==> src/hdl/kwm_pkg.sv <==
// Types, constants and helpers shared by the k-way merger modules.
package kwm_pkg;

    localparam int LISTS       = 8;
    localparam int LIST_DEPTH  = 64;
    localparam int DATA_W      = 32;
    localparam int IDX_W       = $clog2(LISTS);
    localparam int TREE_LEAVES = 1 << IDX_W;
    localparam int PTR_W       = (LIST_DEPTH > 1) ? $clog2(LIST_DEPTH) : 1;
    localparam int CNT_W       = $clog2(LIST_DEPTH + 1);

    localparam logic KIND_PUSH = 1'b0;
    localparam logic KIND_POP  = 1'b1;

    typedef enum logic [1:0] {
        ST_PUSHED  = 2'd0,
        ST_DROPPED = 2'd1,
        ST_POPPED  = 2'd2,
        ST_EMPTY   = 2'd3
    } status_t;

    // Per-list command for one cycle.
    typedef struct packed {
        logic push;
        logic pop;
    } lane_ctl_t;

    // Per-list state seen by the merge logic.
    typedef struct packed {
        logic                     vld;
        logic                     full;
        logic signed [DATA_W-1:0] head;
    } lane_stat_t;

    // One node of the minimum tree.
    typedef struct packed {
        logic                     vld;
        logic [IDX_W-1:0]         idx;
        logic signed [DATA_W-1:0] val;
    } node_t;

    function automatic logic [PTR_W-1:0] next_slot(input logic [PTR_W-1:0] p);
        logic [PTR_W-1:0] r;
        if (p == PTR_W'(LIST_DEPTH - 1))
            r = '0;
        else
            r = p + 1'b1;
        return r;
    endfunction

endpackage

==> src/hdl/kwm_min_tree.sv <==
// Comparator tree picking the smallest valid head; ties go to the lower list.
module kwm_min_tree (
    input  kwm_pkg::lane_stat_t stat [kwm_pkg::LISTS],
    output kwm_pkg::node_t      win
);

    localparam int P = kwm_pkg::TREE_LEAVES;

    kwm_pkg::node_t node [1:2*P-1];

    function automatic kwm_pkg::node_t pick(input kwm_pkg::node_t l, input kwm_pkg::node_t r);
        kwm_pkg::node_t res;
        if (l.vld && (!r.vld || (l.val <= r.val)))
            res = l;
        else
            res = r;
        return res;
    endfunction

    for (genvar i = 0; i < P; i++)
    begin : g_leaf
        if (i < kwm_pkg::LISTS)
        begin : g_used
            assign node[P+i].vld = stat[i].vld;
            assign node[P+i].idx = kwm_pkg::IDX_W'(i);
            assign node[P+i].val = stat[i].head;
        end
        else
        begin : g_pad
            assign node[P+i] = '0;
        end
    end

    for (genvar n = 1; n < P; n++)
    begin : g_node
        assign node[n] = pick(node[2*n], node[2*n+1]);
    end

    assign win = node[1];

endmodule

==> config.mk <==
export PLATFORM = sky130hd
export DESIGN_NAME = kwm_min_tree
export DESIGN_NICKNAME = d
export VERILOG_FILES = /design/src/hdl/kwm_pkg.sv /design/src/hdl/kwm_min_tree.sv
export SDC_FILE = /design/constraint.sdc
export NUM_CORES = 1
export LEC_CHECK = 0
export ABC_AREA = 1
export BUFFER_PORTS_ARGS = -buffer_cell sky130_fd_sc_hd__buf_2
export CORE_MARGIN = 2
export CORE_UTILIZATION = 35
export DETAILED_ROUTE_END_ITERATION = 7
export SLEW_MARGIN = 20
export SYNTH_ARGS = -nofsm -noshare
export SYNTH_HDL_FRONTEND = slang
export SYNTH_SLANG_ARGS = --single-unit
export TNS_END_PERCENT = 1
==> constraint.sdc <==
create_clock -name vclk -period 10.2
set_input_delay 2.04 -clock vclk [all_inputs]
set_output_delay 2.04 -clock vclk [all_outputs]
set_load 0.005 [all_outputs]
### After elaboration in Yosys (flattened, before gate mapping)

Cells that the tools add are included.

| operators by class | value |
|---|---|
| add/sub/neg operators | 0 |
| $mul | 0 |
| divide/modulo/power cells | 0 |
| magnitude comparators | 7 |
| equal/unequal tests | 0 |
| shift operators | 0 |
| multiplexer cells | 7 |
| bitwise gates (word level) | 0 |
| reductions and logical operators | 21 |

Operators by type and width:

| cell | number |
|---|---|
| 36-bit 2-to-1 mux | 7 |
| 32-bit <= comparator | 7 |
| 1-bit logical AND | 7 |
| 1-bit logical NOT | 7 |
| 1-bit logical OR | 7 |

| storage, ports and cells | value |
|---|---|
| bits in registers | 0 |
| bits in latches | 0 |
| bits in writable memories | 0 |
| memory bits (read-only) | 0 |
| bits of input ports | 272 |
| output and inout bits | 36 |
| word-level logic and storage cells | 35 |
| memories | 0 |

### Depth between registers and ports, before layout

| logic depth | value |
|---|---|
| word-level depth | 12 |
| depth in mapped cells | 55 |
| depth with buffers taken out | 53 |

### Least setup slack after synthesis

Ideal clock, no wire load.

| path | value |
|---|---|
| path kind | input-to-output |
| start point | input stat[165] (netlist bit) |
| end point | output win[27] (netlist bit) |
| arrival | 6.602 ns |
| data required time | 8.160 ns |
| slack | 1.558 ns |
| cell stages on the path | 41 |
| buffers on the path | 4 |
| cells stage by stage | inv_1 ha_1 a21oi_1 nor2_1 nor3_1 nand2_1 a21oi_1 nand2_1 nand2_1 nand3_2 nand2_4 buf_6 nand2_1 and2_1 ha_1 nand2_1 nor2_1 nand4_1 (+5 left out) nand2_2 inv_2 buf_6 nand2_1 and2_1 ha_1 nand2_1 nor4_2 nand2_1 nand2_1 nand2_1 nand3_1 nand4_1 nand2_1 buf_4 buf_4 nand3_1 nand2_1 |

RTL lines:

| element | line | text |
|---|---|---|
| from (decl) | kwm_min_tree.sv:3 | `input kwm_pkg::lane_stat_t stat [kwm_pkg::LISTS],` |
| to (decl) | kwm_min_tree.sv:4 | `output kwm_pkg::node_t win` |

==> reports/qor.yml <==
run_status:
  status: "complete, no violations"
power_and_ir_drop:
  irDropWorstVdd_uv: 94.7
  p_clk_frac: 0
  p_int_mw: 0.584
  powerDensity_nw_per_um2: 113
  leakage_nw: 7.79
  combPwrFrac: 1.000
  sw_frac_of_total: 0.585
  p_sw_mw: 0.824
  power_mw: 1.41
  sequentialPowerShare: 0
synth:
  yosysWarnings: 0
  postSynthAreaPerCell_um2: 5.68
  synth_top_area_share: 0.277
  syn_nets: 2276
  syn_area_um2: 10100
  synth-compound-area-share: 0.0804
  synthTopCellsByArea: "ha_1 28%, nand2_1 20%, inv_1 12%, nand3_1 11%, a21oi_1 5.3%"
  synth_xor_area_frac: 0
  ys_seq_area_frac: 0
  syn_inst: 1780
  yosys.area_share.adder: 0.277
  synth_top_family_by_area: "simple AND/OR/NAND/NOR gates"
  synth-simple-area-share: 0.479
  yosysUniqueCellTypes: 35
  muxShareOfSynthArea: 0
  yosysTopAreaCell: "ha_1"
final_layout:
  n_clock_buffer: 0
  drive_gt1_frac: 0.233
  fin_nets: 2571
  final_common_cell: "nand2_1"
  synthToLayoutAreaGrowth_pct: 23.6
  finalNonFillerCells: 2465
  fin_area_um2: 12500
  nFlopsAndLatches: 0
  final-seq-area_um2: 0
  utilization: 0.438
  final_cell_mix: "531 x nand2_1, 314 x inv_1, 300 x buf_2"
worst_setup_path:
  cp_top_family: "simple AND/OR/NAND/NOR gates"
  worstPathRequired_ps: 8160
  critPathArrivalTime_ps: 7790
  slowest_delay_ps: 330
  start_kind: "primary input"
  end_kind: "primary output"
  critPathKind: "in2out"
  cp_num_buf_inv: 7
  cp_slowest_cell: "ha_1"
  crit_path_max_fanout: 16
grt:
  grt_pass1_vias: 10700
  grt_antenna_before_repair: 9
  grt_max_degree: 38
  grt_pass1_wl_um: 53400
  grt_overflow: 0
  track_usage: 0.215
floorplanning:
  start_util: 0.354
  rows: 62
  dieArea_um2: 30300
  io_pins: 308
  die_h_um: 174
  core_um2: 28500
  die_w_um: 174
run:
  max-cap-violations: 0
timing:
  fin_crit_ps: 9830
  worst_pin_slew_ps: 1000
  max_slew_margin: 0.332
  tns_ps: 0
  slew_viol_final: 0
  setup_violations: 0
  hold_violations: 0
  fmax_mhz: 102
  finalCritPeriodShare: 0.963
drt:
  ant_nets: 0
  drtPass1Iterations: 5
  vias_per_cell: 4.78
  wl_per_cell_um: 14.5
  drtIter0Drc: 461
  num_vias: 11800
  postRouteWirelength_um: 35700
  drc: 0
place:
  place.gp.congestion: 0.950
  dp_hpwl_um: 30300
  port_buffers: 300
  postPlaceCellArea_um2: 11900
  dpl.cell_count: 2429
min_path:
  hold_class: "in2out"
clock_network:
  hold_buffers: 0
==> routing by layer <==
layer  GRT usage  share of wire  vias to the layer above
met5           0         0.0013                        -
met4      0.0469          0.028                        8
met3      0.0168          0.056                       59
met2       0.358           0.45                      333
met1       0.301           0.47                     5077
li1            -              -                     6311
==> cell usage after synthesis, types with 6 or more instances <==
cell and number:
a21oi_1 108, and2_1 64, buf_1 6, buf_2 15, buf_4 12, buf_6 13
clkbuf_1 7, ha_1 224, inv_1 314, nand2_1 546, nand2_2 35, nand3_1 214
nand3_2 33, nand3b_1 32, nand4_1 19, nor2_1 64, o21a_1 12, o21ai_0 25
==> final timing paths <==
| check | from | to | slack (ps) | depth (start not counted) |
|---|---|---|---|---|
| setup / recovery | stat[159] | win[11] | 370 | 37 |
| hold / removal | stat[7] | win[7] | 4530 | 6 |
==> tightest hold or removal path, stage by stage <==
cell	delay [ps]
buf_2	90
nand2_2	60
nand3_2	60
nand3_1	70
nand2_1	60
buf_2	100
==> power groups by stage <==
stage | Sequential (mW) | Combinational (mW) | Clock [mW]
2_1_floorplan | 0 | 0.824 | 0
6_report | 0 | 1.41 | 0.000000105
4_1_cts | 0 | 1.25 | 0
3_3_place_gp | 0 | 1.22 | 0
3_5_place_dp | 0 | 1.24 | 0
5_1_grt | 0 | 1.57 | 0.0000000393
==> cell families (layout without fill, tap and decap cells) <==
logic type | count (synthesis) | count (layout)
AOI/OAI and AO/OA | 153 | 153
and+or+nand+nor | 1027 | 1031
other | 0 | 8
adders and majority gates | 224 | 224
buffers and inverters | 376 | 665
==> stage by stage <==
stage / hold slack [ps] / setup WS (ps)
2_1_floorplan: 4270 / 1560
3_3_place_gp: 4530 / -78.7
3_5_place_dp: 4530 / -151
4_1_cts: 4530 / 43.3
5_1_grt: 4570 / -77.2
6_report: 4530 / 374
==> layout make-up <==
| type | count | area, um2 |
|---|---|---|
| multi-input cells | 1408 | 8730 |
| fillers | 3208 | 16100 |
| repair inverters | 1 | 6.26 |
| repair buffers | 347 | 2060 |
| well taps | 384 | 480 |
| inverters | 317 | 1200 |
| diodes | 8 | 20.0 |
==> repair_timing <==
item                                    in CTS  in global routing
endpoints found under the setup margin      26                 36
buffers inserted                             0                 18
cloned                                       0                 11
resized for setup                            2                 70
pin swaps                                    0                 23
No activity file was read; power rests on OpenSTA's default activity.
