`src/hdl/kwm_pkg.sv`:
```
// Types, constants and helpers shared by the k-way merger modules.
package kwm_pkg;

    localparam int LISTS       = 8;
    localparam int LIST_DEPTH  = 64;
    localparam int DATA_W      = 32;
    localparam int IDX_W       = $clog2(LISTS);
    localparam int TREE_LEAVES = 1 << IDX_W;
    localparam int PTR_W       = (LIST_DEPTH > 1) ? $clog2(LIST_DEPTH) : 1;
    localparam int CNT_W       = $clog2(LIST_DEPTH + 1);

    localparam logic KIND_PUSH = 1'b0;
    localparam logic KIND_POP  = 1'b1;

    typedef enum logic [1:0] {
        ST_PUSHED  = 2'd0,
        ST_DROPPED = 2'd1,
        ST_POPPED  = 2'd2,
        ST_EMPTY   = 2'd3
    } status_t;

    // Per-list command for one cycle.
    typedef struct packed {
        logic push;
        logic pop;
    } lane_ctl_t;

    // Per-list state seen by the merge logic.
    typedef struct packed {
        logic                     vld;
        logic                     full;
        logic signed [DATA_W-1:0] head;
    } lane_stat_t;

    // One node of the minimum tree.
    typedef struct packed {
        logic                     vld;
        logic [IDX_W-1:0]         idx;
        logic signed [DATA_W-1:0] val;
    } node_t;

    function automatic logic [PTR_W-1:0] next_slot(input logic [PTR_W-1:0] p);
        logic [PTR_W-1:0] r;
        if (p == PTR_W'(LIST_DEPTH - 1))
            r = '0;
        else
            r = p + 1'b1;
        return r;
    endfunction

endpackage

```
`src/hdl/kwm_lane.sv`:
```
// One source list: FIFO storage with a registered head word.
module kwm_lane (
    input  logic                             clk,
    input  logic                             rst_n,
    input  kwm_pkg::lane_ctl_t               ctl,
    input  logic signed [kwm_pkg::DATA_W-1:0] wdata,
    output kwm_pkg::lane_stat_t              stat
);

    logic [kwm_pkg::DATA_W-1:0] mem [kwm_pkg::LIST_DEPTH];

    logic [kwm_pkg::PTR_W-1:0]  rptr_reg, rptr_next;
    logic [kwm_pkg::PTR_W-1:0]  wptr_reg, wptr_next;
    logic [kwm_pkg::CNT_W-1:0]  cnt_reg, cnt_next;
    logic [kwm_pkg::DATA_W-1:0] head_reg;

    always_comb
    begin
        rptr_next = rptr_reg;
        wptr_next = wptr_reg;
        cnt_next  = cnt_reg;
        if (ctl.pop)
        begin
            rptr_next = kwm_pkg::next_slot(rptr_reg);
            cnt_next  = cnt_reg - 1'b1;
        end
        if (ctl.push)
        begin
            wptr_next = kwm_pkg::next_slot(wptr_reg);
            cnt_next  = cnt_reg + 1'b1;
        end
    end

    always_ff @(posedge clk or negedge rst_n)
    begin
        if (!rst_n)
        begin
            rptr_reg <= '0;
            wptr_reg <= '0;
            cnt_reg  <= '0;
        end
        else
        begin
            rptr_reg <= rptr_next;
            wptr_reg <= wptr_next;
            cnt_reg  <= cnt_next;
        end
    end

    // Head always tracks mem[rptr]; a push into an empty list bypasses the array.
    always_ff @(posedge clk)
    begin
        if (ctl.push)
            mem[wptr_reg] <= wdata;
        if (ctl.push && (wptr_reg == rptr_next))
            head_reg <= wdata;
        else
            head_reg <= mem[rptr_next];
    end

    assign stat.vld  = (cnt_reg != '0);
    assign stat.full = (cnt_reg == kwm_pkg::CNT_W'(kwm_pkg::LIST_DEPTH));
    assign stat.head = head_reg;

endmodule

```
`config.mk`:
```
export PLATFORM = sky130hd
export DESIGN_NAME = kwm_lane
export DESIGN_NICKNAME = d
export VERILOG_FILES = /design/src/hdl/kwm_pkg.sv /design/src/hdl/kwm_lane.sv
export SDC_FILE = /design/constraint.sdc
export NUM_CORES = 2
export LEC_CHECK = 0
export BUFFER_PORTS_ARGS = -buffer_cell sky130_fd_sc_hd__buf_2
export CAP_MARGIN = 20
export CORE_ASPECT_RATIO = 0.9
export CORE_MARGIN = 2
export CORE_UTILIZATION = 63
export CTS_CLUSTER_SIZE = 28
export DETAILED_ROUTE_END_ITERATION = 12
export MAX_ROUTING_LAYER = met4
export PLACE_DENSITY_LB_ADDON = 0.1
export SETUP_SLACK_MARGIN = 0.3
export SLEW_MARGIN = 15
export SYNTH_ARGS = -nofsm -noshare
export SYNTH_HDL_FRONTEND = slang
export SYNTH_SLANG_ARGS = --single-unit
```
`constraint.sdc`:
```
create_clock -name clk -period 4.95 [get_ports clk]
set_clock_uncertainty 0.15 [all_clocks]
set_input_delay 0.495 -clock clk [delete_from_list [all_inputs] [get_ports clk]]
set_output_delay 0.495 -clock clk [all_outputs]
set_load 0.01 [all_outputs]
```
* Word level (Yosys, flattened, before mapping)
Memories as Yosys holds them, arrays and structs flattened. A register that Yosys moved wholly into a read port is not among the register bits.
Cells that the tools add are included.
** Word-level totals
- Flip-flop bits (word level) :: 19
- Bits in writable memories :: 2048
- Input bits :: 36
- Output and inout port bits :: 34
- Word-level logic and storage cells :: 20
- Memories :: 1
** Cells by class
- Add/sub/neg operators :: 4
- Equal/unequal tests :: 3
- Mux-type cells :: 7
- Reduce and logical (&&, ||, !) cells :: 2
** Memories
- mem :: depth 64, width 32, rd ports 1, clocked after Yosys merged registers in 1, wr ports 1, line kwm_lane.sv:10 : logic [kwm_pkg::DATA_W-1:0] mem [kwm_pkg::LIST_DEPTH];
** Operators by type and width (number)
- $mux W6 :: 3
- $mux W7 :: 2
- $add A6 B1 Y6 const B :: 2
- $eq A6 B6 Y1 const B :: 2
- $add A7 B1 Y7 const B :: 1
- $eq A7 B7 Y1 const B :: 1
- $reduce_bool A7 Y1 :: 1
- $sub A7 B1 Y7 const B :: 1
- $mux W1 :: 2
- $reduce_bool A2 Y1 :: 1

* Longest topological paths before layout
- Word-level depth :: 3
- Gate-level depth with buffers :: 10
- Mapped depth without buffers :: 7

* Worst setup path after synthesis
Ideal clock, no wire load.
- Path kind :: input -> register
- Start :: input ctl[1] (netlist name)
- End :: memory mem[48][0] (netlist name), enable pin
- Arrival time :: 3472 ps
- Slack :: 867 ps
- Stages on the path :: 5
- Buffers on the path :: 1
- Cells stage by stage :: clkbuf_1 -> inv_1 -> nor3_1 -> nand2_1 -> nor3_1
** Between the ends
- Cells in the longest elaborated chain, start to end :: 2
** RTL lines
- start: declaration :: line kwm_lane.sv:5 : input kwm_pkg::lane_ctl_t ctl,
- $mux W1 :: line kwm_lane.sv:53 : if (ctl.push)
- $mux W1 (implied by the code) :: line kwm_lane.sv:54 : mem[wptr_reg] <= wdata;
- end: declaration :: line kwm_lane.sv:10
No other way between the ends.

==> results.cfg <==
[status]
status = finished, violations left
violations = hold timing

[critical_path]
crit_fanout = 37
max_stage_delay_ps = 850
r2r_setup_slack_ps = 1690
crit_path_cell_trace = nand2_1, o22ai_1, nor4_1, or3_1, nor4_1, buf_4, buf_2
slowest_stage = dfxtp_4
cpLargestDelayFamily = simple AND/OR/NAND/NOR gates
crit_buf_inv = 2
endpoint_kind = output pin
start_kind = register
cp.required_ps = 4300
arrival_ps = 4010
critPathKind = register to output pin
critPathMostFrequentCell = nor4_1

[synthesis]
synthCells = 3471
synth.distinct_cells = 50
yosys.area.top_type = edfxtp_1
synth-edff-count = 2048
yosys_warnings = 0
synth_flop_cell = edfxtp_1
syn-num-nets = 3515
synth_top_area_share_pct = 77.7
ys_top_cells_by_area = edfxtp_1 (78%), mux4_2 (14%), mux2i_1 (1.4%)
ys_ff_latch = 2073
syn_area_mm2 = 0.0792
ys_seq_area_share_pct = 78.4
syn_area_per_cell_um2 = 22.8
async_reset_ff_share_pct = 0.917

[power_and_ir_drop]
powerDensity_mw_per_mm2 = 553
pwr-share-comb_pct = 29.1
swShare_pct = 30.6
leakage_uw = 0.0280
seq_power_share_pct = 41.9
switchingPower_uw = 15100
internal-power_uw = 34100
irDropWorstVdd_mv = 0.380
p_clk_share_pct = 29.0

[cts]
cts_buffers = 193
cts_tree = done
worstSkewPairLatency_ps = 820
htreeDepth = 4
cts_root_buf = clkbuf_16
clkTransAtPathRegs_ps = 60
clkSinkCount = 2073
cts.path.max_buffers = 3

[floorplan]
num_rows = 123
die_w_um = 378
ios = 70
dieArea_mm2 = 0.129
design.core.area_mm2 = 0.125
die_y_um = 340
start_util_pct = 63.5

[routing]
drt_wl_total_mm = 202
ant_nets = 0
vias_per_cell = 6.97
num_vias = 38900
drt_iter0_drc = 5457
drcViolationCount = 0
first_pass_iters = 6
wire_per_inst_um = 36.2

[place]
dp_cells = 5201
io_buffers = 69
place_congestion = 0.861
dpl.hpwl_mm = 116

[layout]
layout_common_cells = edfxtp_1 (2048), mux4_2 (490), clkbuf_16 (199)
largest_reg_flops = 2048
final_common_cell = edfxtp_1
stdcell_count = 5584
nFillCells = 7135
area_growth_pct = 12.4
nets = 3779
drive_gt1_share_pct = 27.9

[sta]
final-max-slew-violation-count = 0
tightest_slew_ps = 1140
rsz0062_at_grt = false
hold_viol_final = 14
fin_setup_tns_ps = 0
hold_ws_ps = -9.11
fmax_mhz = 215
period_needed_ps = 4660
setup_viol = 0
slew_headroom_pct = 24.2
fin_crit_sh_pct = 94.1

[worst_hold_path]
holdCritPathClass = input pin to register

[global_routing]
antenna_found_initial = 10
grt_usage_pct = 33.2
grt_max_degree = 105
grt-ovfl-total = 0
grt_pass1_vias = 39300
grt_first_pass_wirelength_mm = 285

[flow_run]
cap_violations = 0
[cells in the mapped netlist, types with 20 or more instances]
cell and count:
nor3_1 37, o22ai_1 59, nor2_1 87, nand2_1 42, clkbuf_1 82, a21oi_1 59, edfxtp_1 2048, buf_4 20
buf_2 34, mux4_2 490, buf_6 36, nor2b_1 23, a22o_1 23, mux2i_1 110, o221ai_1 38, a221oi_1 46
o21ai_0 35
[timing repair]
| action | 4_1_cts | 5_1_grt |
|---|---|---|
| endpoints found under the hold margin | 29 | 129 |
| hold buffers | 3 | 8 |
| setup endpoints to repair | 4 | 8 |
| gates resized for setup | 2 | 0 |
| buffers inserted | 0 | 2 |
[worst paths after layout]
| kind | start | endpoint | depth (start not counted) |
|---|---|---|---|
| setup / recovery | register | stat[9] | 7 |
| hold / removal | wdata[21] | mem[0][21] | 1 |
| setup reg to reg | wptr_reg[1] | mem[14][21] | 4 |
| hold reg to reg | cnt_reg[4] | cnt_reg[4] | 2 |
| max in group asynchronous | rst_n | wptr_reg[1] | 2 |
| min in group asynchronous | rst_n | rptr_reg[0] | 2 |
[power groups by stage]
| stage | Combinational [uW] | Clock [uW] | Sequential, uW |
|---|---|---|---|
| after detailed placement | 14200 | 0 | 21000 |
| after CTS | 14200 | 14400 | 20700 |
| final | 14300 | 14300 | 20600 |
| after global placement | 13900 | 0 | 21000 |
| after global routing | 15000 | 15100 | 20600 |
| after floorplan | 9510 | 0 | 20600 |
[layer usage]
metal	track usage [%]	part of all wire, %
met1	45.7	37
met2	49.3	47
met3	8.11	11
met4	12.2	4.1
met5	-	0
[per-stage QoR]
step	hold WS, ps	setup slack [ps]	power, uW	cell area, um^2	utilization (%)
floorplan	49.4	867	30100	79200	-
global placement	304	983	34900	82500	66.1
detailed placement	320	975	35200	82500	66.1
CTS	62.0	302	49300	88600	71.0
global route	11.6	315	50700	89000	71.3
finish	-9.11	292	49200	89000	71.3
[kinds of logic (layout without fill, tap and decap cells)]
group / after synthesis / count (layout) / share of synthesized area (%)
XOR/XNOR: 12 / 12 / 0.133
AO/OA/AOI/OAI: 314 / 314 / 2.81
other: 0 / 8 / 0
adder cells (fa/ha/maj): 8 / 8 / 0.136
flip-flops: 2073 / 2073 / 78.4
AND/OR/NAND/NOR: 258 / 258 / 1.56
buffers and inverters: 196 / 614 / 1.49
multiplexers: 610 / 610 / 15.5
[final cells by class]
class / instances / area, um^2 / share of cell area [%]
sequential: 2073 / 62100 / 69.8
multi-input combinational: 1202 / 16400 / 18.5
clock buffer: 244 / 5160 / 5.80
timing repair buffer: 258 / 2300 / 2.59
tap: 1687 / 2110 / 2.37
clock inverter: 105 / 851 / 0.956
inverter: 7 / 26.3 / 0.0295
antenna: 8 / 20.0 / 0.0225
Note: power is estimated with default switching activity, not from simulation.
